$ cat config.mk
export PLATFORM = sky130hd
export DESIGN_NAME = bir_blend
export DESIGN_NICKNAME = d
export VERILOG_FILES = /design/src/hdl/bir_pkg.sv /design/src/hdl/bir_blend.sv
export SDC_FILE = /design/constraint.sdc
export NUM_CORES = 2
export LEC_CHECK = 0
export ABC_AREA = 1
export BUFFER_PORTS_ARGS = -buffer_cell sky130_fd_sc_hd__buf_2
export CORE_ASPECT_RATIO = 0.7
export CORE_UTILIZATION = 35
export DETAILED_ROUTE_END_ITERATION = 7
export GPL_ROUTABILITY_DRIVEN = 0
export MAX_ROUTING_LAYER = met4
export PLACE_DENSITY = 0.59
export SLEW_MARGIN = 25
export SYNTH_ARGS = -nofsm -noshare
export SYNTH_HDL_FRONTEND = slang
export SYNTH_SLANG_ARGS = --single-unit
$ cat constraint.sdc
create_clock -name vclk -period 10.4
set_clock_uncertainty 0.15 [all_clocks]
set_input_delay 0 -clock vclk [all_inputs]
set_output_delay 0 -clock vclk [all_outputs]
set_load 0.01 [all_outputs]
$ cat src/hdl/bir_pkg.sv
// ----------------------------------------------------------------------------
// Bilinear image resampler package
// Sizes, pixel and bank types, and the request structs shared by the modules.
// ----------------------------------------------------------------------------
`default_nettype none

package bir_pkg;

	localparam int MAX_SOURCE_WIDTH  = 256;
	localparam int MAX_SOURCE_HEIGHT = 256;
	localparam int FRACTION_BITS     = 16;

	localparam int COORD_W = 12;
	localparam int STEP_W  = 24;
	localparam int SIZE_W  = 9;
	localparam int CHAN_W  = 8;
	localparam int PIX_W   = 4 * CHAN_W;

	localparam int COL_W   = (MAX_SOURCE_WIDTH > 1) ? $clog2(MAX_SOURCE_WIDTH) : 1;
	localparam int ROW_W   = (MAX_SOURCE_HEIGHT > 1) ? $clog2(MAX_SOURCE_HEIGHT) : 1;
	localparam int BCOL_W  = (COL_W > 1) ? COL_W - 1 : 1;
	localparam int BROW_W  = (ROW_W > 1) ? ROW_W - 1 : 1;
	localparam int BANK_AW = BCOL_W + BROW_W;
	localparam int BANK_DEPTH = 2 ** BANK_AW;

	localparam int POS_W   = COORD_W + STEP_W;
	localparam int WHOLE_W = POS_W - FRACTION_BITS;

	typedef logic [COL_W-1:0]         col_t;
	typedef logic [ROW_W-1:0]         row_t;
	typedef logic [FRACTION_BITS-1:0] frac_t;
	typedef logic [PIX_W-1:0]         pixel_t;
	typedef logic [BANK_AW-1:0]       bank_addr_t;

	typedef enum logic {
		KIND_LOAD   = 1'b0,
		KIND_SAMPLE = 1'b1
	} kind_t;

	// Store write of one loaded pixel.
	typedef struct packed {
		logic   en;
		col_t   col;
		row_t   row;
		pixel_t data;
	} wr_req_t;

	// Store read of the four neighbours of one sample.
	typedef struct packed {
		logic en;
		col_t col_near;
		col_t col_far;
		row_t row_near;
		row_t row_far;
	} rd_req_t;

	// The four neighbours: first digit row (near, far), second digit column.
	typedef struct packed {
		pixel_t p00;
		pixel_t p01;
		pixel_t p10;
		pixel_t p11;
	} quad_t;

	// Last usable index for a size register, the size saturated to 1..max_size.
	function automatic int last_index(input logic [SIZE_W-1:0] size, input int max_size);
		int s;
		s = int'(size);
		if (s < 1) s = 1;
		if (s > max_size) s = max_size;
		return s - 1;
	endfunction

endpackage

`default_nettype wire

$ cat src/hdl/bir_blend.sv
// ----------------------------------------------------------------------------
// Bilinear image resampler channel blend
// Blends two RGBA pixels by a fraction, each channel rounded half up.
// ----------------------------------------------------------------------------
`default_nettype none

module bir_blend (
	input  bir_pkg::pixel_t a,
	input  bir_pkg::pixel_t b,
	input  bir_pkg::frac_t  t,
	output bir_pkg::pixel_t y
);

	import bir_pkg::*;

	localparam int BW = CHAN_W + FRACTION_BITS + 1;
	localparam logic [FRACTION_BITS:0] ONE  = (FRACTION_BITS + 1)'(1) << FRACTION_BITS;
	localparam logic [BW-1:0]          HALF = BW'(1) << (FRACTION_BITS - 1);

	function automatic logic [CHAN_W-1:0] blend_chan(
		input logic [CHAN_W-1:0] ca,
		input logic [CHAN_W-1:0] cb,
		input frac_t             tf
	);
		logic [FRACTION_BITS:0] wa;
		logic [BW-1:0]          s;
		wa = ONE - {1'b0, tf};
		s  = BW'(ca) * BW'(wa) + BW'(cb) * BW'(tf) + HALF;
		return s[FRACTION_BITS +: CHAN_W];
	endfunction

	always_comb begin
		for (int ch = 0; ch < 4; ch++) begin
			y[ch*CHAN_W +: CHAN_W] = blend_chan(a[ch*CHAN_W +: CHAN_W],
				b[ch*CHAN_W +: CHAN_W], t);
		end
	end

endmodule

`default_nettype wire

======== Word level (Yosys, flattened, before mapping) ========
Index checks and enable logic that the tools add are counted.
word-level totals
  register bits ........................... 0
  bits of input ports ..................... 80
  output and inout port bits .............. 32
  word-level logic and storage cells ...... 17
operators by class
  $add $sub $neg .......................... 9
  multipliers ............................. 8
operator list
  operator                                             count
  adder 24 x 16 -> 24 bit (second input constant)      4
  adder 24 bit                                         4
  multiplier 8 x 16 -> 24 bit                          4
  multiplier 8 x 17 -> 24 bit                          4
  subtractor 17 x 16 -> 17 bit (first input constant)  1

======== Logic depth before layout (Yosys ltp) ========
  depth after elaboration ................. 4
  mapped depth ............................ 36
  depth with buffers taken out ............ 32

======== Worst setup path after synthesis ========
No wires, ideal clock.
  path kind ............................... input to output
  from .................................... input port t[0]
  to ...................................... output port y[2]
  arrival ................................. 6.251 ns
  required time ........................... 10.250 ns
  slack ................................... 3.999 ns
  stages on the path ...................... 32
  buffers on the path ..................... 4
  cells stage by stage .................... clkbuf_1 > clkbuf_1 > buf_1 > inv_1 > ha_1 > nand4_1 > nor2_1 > nand2_1 > nand2_1 > inv_1 > clkbuf_1 > nand2_1 > fa_1 > fa_1 > fa_1 > inv_1 > fa_1 > fa_1 > inv_1 > fa_1 > inv_1 > ha_1 > a21oi_1 > inv_1 > nor2_1 > nand2_1 > nand2_1 > nand2_1 > nand2_1 > nand2_1 > nand2_1 > nand2_1
between the ends
  cells in the longest elaborated chain, start to end .. 4
  elaborated cells on any way between the ends .. 5
  those cells by class .................... 3 x add/sub; 2 x mul
RTL lines
  what                          RTL line         source
  start, declared               bir_blend.sv:10  input bir_pkg::frac_t t,
  subtractor 17 x 16 -> 17 bit  bir_blend.sv:27  wa = ONE - {1'b0, tf};
  multiplier 8 x 17 -> 24 bit   bir_blend.sv:28  s = BW'(ca) * BW'(wa) + BW'(cb) * BW'(tf) + HALF;
  adder 24 bit *                bir_blend.sv:28
  adder 24 x 16 -> 24 bit *     bir_blend.sv:28
  end, declared                 bir_blend.sv:11  output bir_pkg::pixel_t y
Mark *: on every way between the ends. The rest lies on a longest branch, timed or not.

======== Worst setup path in the final report ========
  from .................................... input port t[5]
  to ...................................... output port y[15]
Same word-level chain as after synthesis.

==> metrics.md <==
| Metric | Value |
|---|---|
| Outcome | `finished with violations` |
| Failing checks | `DRC` |
| Area leader, netlist | `fa_1` |
| Library cells used by synthesis | `36` |
| Area Growth Syn to Fin | `4.69%` |
| Critical path required time | `10250 ps` |
| Number of global-route vias before repair | `29407` |
| Critical path class | `primary input to primary output` |
| Syn nets | `just over 6000` |
| DRC | `10` |
| Hold Worst Slack | `563 ps` |
| Share of cells above drive strength 1 | `0.0349` |
| Crit end category | `primary output` |
| Crit-path max FO | `22` |
| Final sequential cell count | `0` |
| Pre-antenna DRT Iters | `8` |
| # IOs | `112` |
| Vias | `28760` |
| # Post-CTS Setup Buffers | `0` |
| Synth area leaders | `fa_1 48%, inv_1 17%, nand2_1 12%, ha_1 11%, nor2_1 4.2%` |
| Crit path largest cell delay | `820 ps` |
| Syn Area/Cell | `~7.3 sq um` |
| Antenna cells | `0` |
| Routed WL | `slightly above 100 mm` |
| DRT antenna net count | `0` |
| Core footprint | `100000 sq um` |
| # fillers | `10604` |
| Mapped cell area | `35600 sq um` |
| Fmax | `120 MHz` |
| Iter 0 DRT Violations | `2127` |
| DIE WIDTH | `383 um` |
| Largest net degree at the start of global routing | `55` |
| Min Tclk post-route | `8360 ps` |
| Setup TNS | `0 ps` |
| Hold Path Stages | `6` |
| Slew at the pin with the worst max-slew slack | `1150 ps` |
| Worst slack at placement | `2170 ps` |
| First-pass GRT wire length | `164 mm` |
| Initial antenna violation count | `0` |
| Tcrit/Tclk final | `0.804` |
| Row count | `97` |
| Hold violation total from the final report | `0` |
| Worst path slowest cell | `o21ai_4` |
| Max-slew violations | `0` |
| Final Worst Setup Slack | `2040 ps` |
| Register Area | `0 sq um` |
| Number of port buffers | `112` |
| Final net count | `between 6000 and 7000` |
| Most frequent cells after synthesis | `1616 x inv_1, 1099 x nand2_1, 848 x fa_1` |
| Routed wire per std cell | `roughly 17 um` |
| Yosys warnings | `0` |
| Hold worst-path end | `y[23]` |
| Max_cap viols | `0` |
| Critical Path Start Type | `primary input` |
| Cell with the most instances after synthesis | `inv_1` |
| RSZ-0062 raised after global routing | `no` |
| Die Area | `around 100000 sq um` |
| Hold Crit Start | `a[23]` |
| Slew margin rel. | `0.234` |
| Arr. time, crit path | `8210 ps` |
| Final core occ | `0.371` |
| Cells after Synth | `4849` |
| Hpwl dp | `84.1 mm` |
| Vert. Die Dim | `269 um` |
| Most Frequent Cell on Critical Path | `fa_1` |
| Initial Util | `0.355` |
| Tot GR Track Use | `0.211` |
| Vias per Instance | `4.70` |
| Final setup viols | `0` |
| Top-area cell type share of the netlist area | `0.477` |
| Register area share after synthesis | `0` |
| Cts repair resizes | `0` |
| Hold buffers post-CTS | `0` |
| Min-Delay Path Class | `primary input to primary output` |
| Grt ovf | `0` |
| Clkbuf count | `0` |
==> per-layer routing <==
layer | track usage | vias up | share of wire
li1 | - | 13312 | -
met1 | 0.297 | 14368 | 0.45
met2 | 0.314 | 1005 | 0.43
met3 | 0.0522 | 75 | 0.10
met4 | 0.0216 | 0 | 0.012
met5 | - | - | 0
==> kinds of logic (layout without fill, tap and decap cells) <==
kind of cell             after synthesis  count (layout)  share of synthesized area
buffers and inverters               1824            1763                      0.194
AND/OR/NAND/NOR                     1670            1670                      0.185
adder cells (fa/ha/maj)             1173            1173                      0.591
AO/OA/AOI/OAI                        156             156                     0.0236
XOR/XNOR                              26              26                    0.00640
==> critical path, delay by kind of cell <==
family          cells  cell delay, ps
compound gates      3            1420
buf+inv             9            1390
fa+ha+maj           7            3150
simple gates       11            2170
==> metrics by stage <==
| step | instance area [sq um] | instances |
|---|---|---|
| 3_5_place_dp | 37300 | 6124 |
| 4_1_cts | 37300 | 6124 |
| 6_report | 37300 | 6124 |
| 5_1_grt | 37300 | 6124 |
| 2_1_floorplan | 35600 | 4849 |
| 3_3_place_gp | 37300 | 6124 |
==> worst max-delay path by stage <==
stage	from	to	cells past startpoint
after floorplan	t[0]	y[2]	32
after global placement	t[5]	y[15]	30
after detailed placement	t[5]	y[30]	30
after CTS	t[5]	y[30]	30
after global routing	t[5]	y[15]	30
final	t[5]	y[15]	30
==> area by class of cell <==
type	count	area, sq um	share of cell area
Multi-Input combinational cell	3025	28700	0.771
Tap cell	1336	1670	0.0448
Inverter	1621	6080	0.163
Timing Repair Buffer	142	788	0.0211
==> cell usage in the layout, fill, tap and decap left out, drive strengths merged <==
cell type  netlist  final
o21ai           57     57
nand3          104    104
o21bai           5      5
and2             3      3
clkinv           1      1
buf             42    142
fa             848    848
nor2           406    406
ha             325    325
xor2            13     13
a21oi           84     84
inv           1620   1620
o21a             3      3
a21boi           3      3
nand3b           1      1
xnor2           13     13
a31oi            1      1
nand2         1102   1102
nor3            19     19
nand4           35     35
a21o             3      3
Power is left out: the tool's default activity adds up to more than one toggle a clock period on the data nets, which glitch-free logic cannot reach.
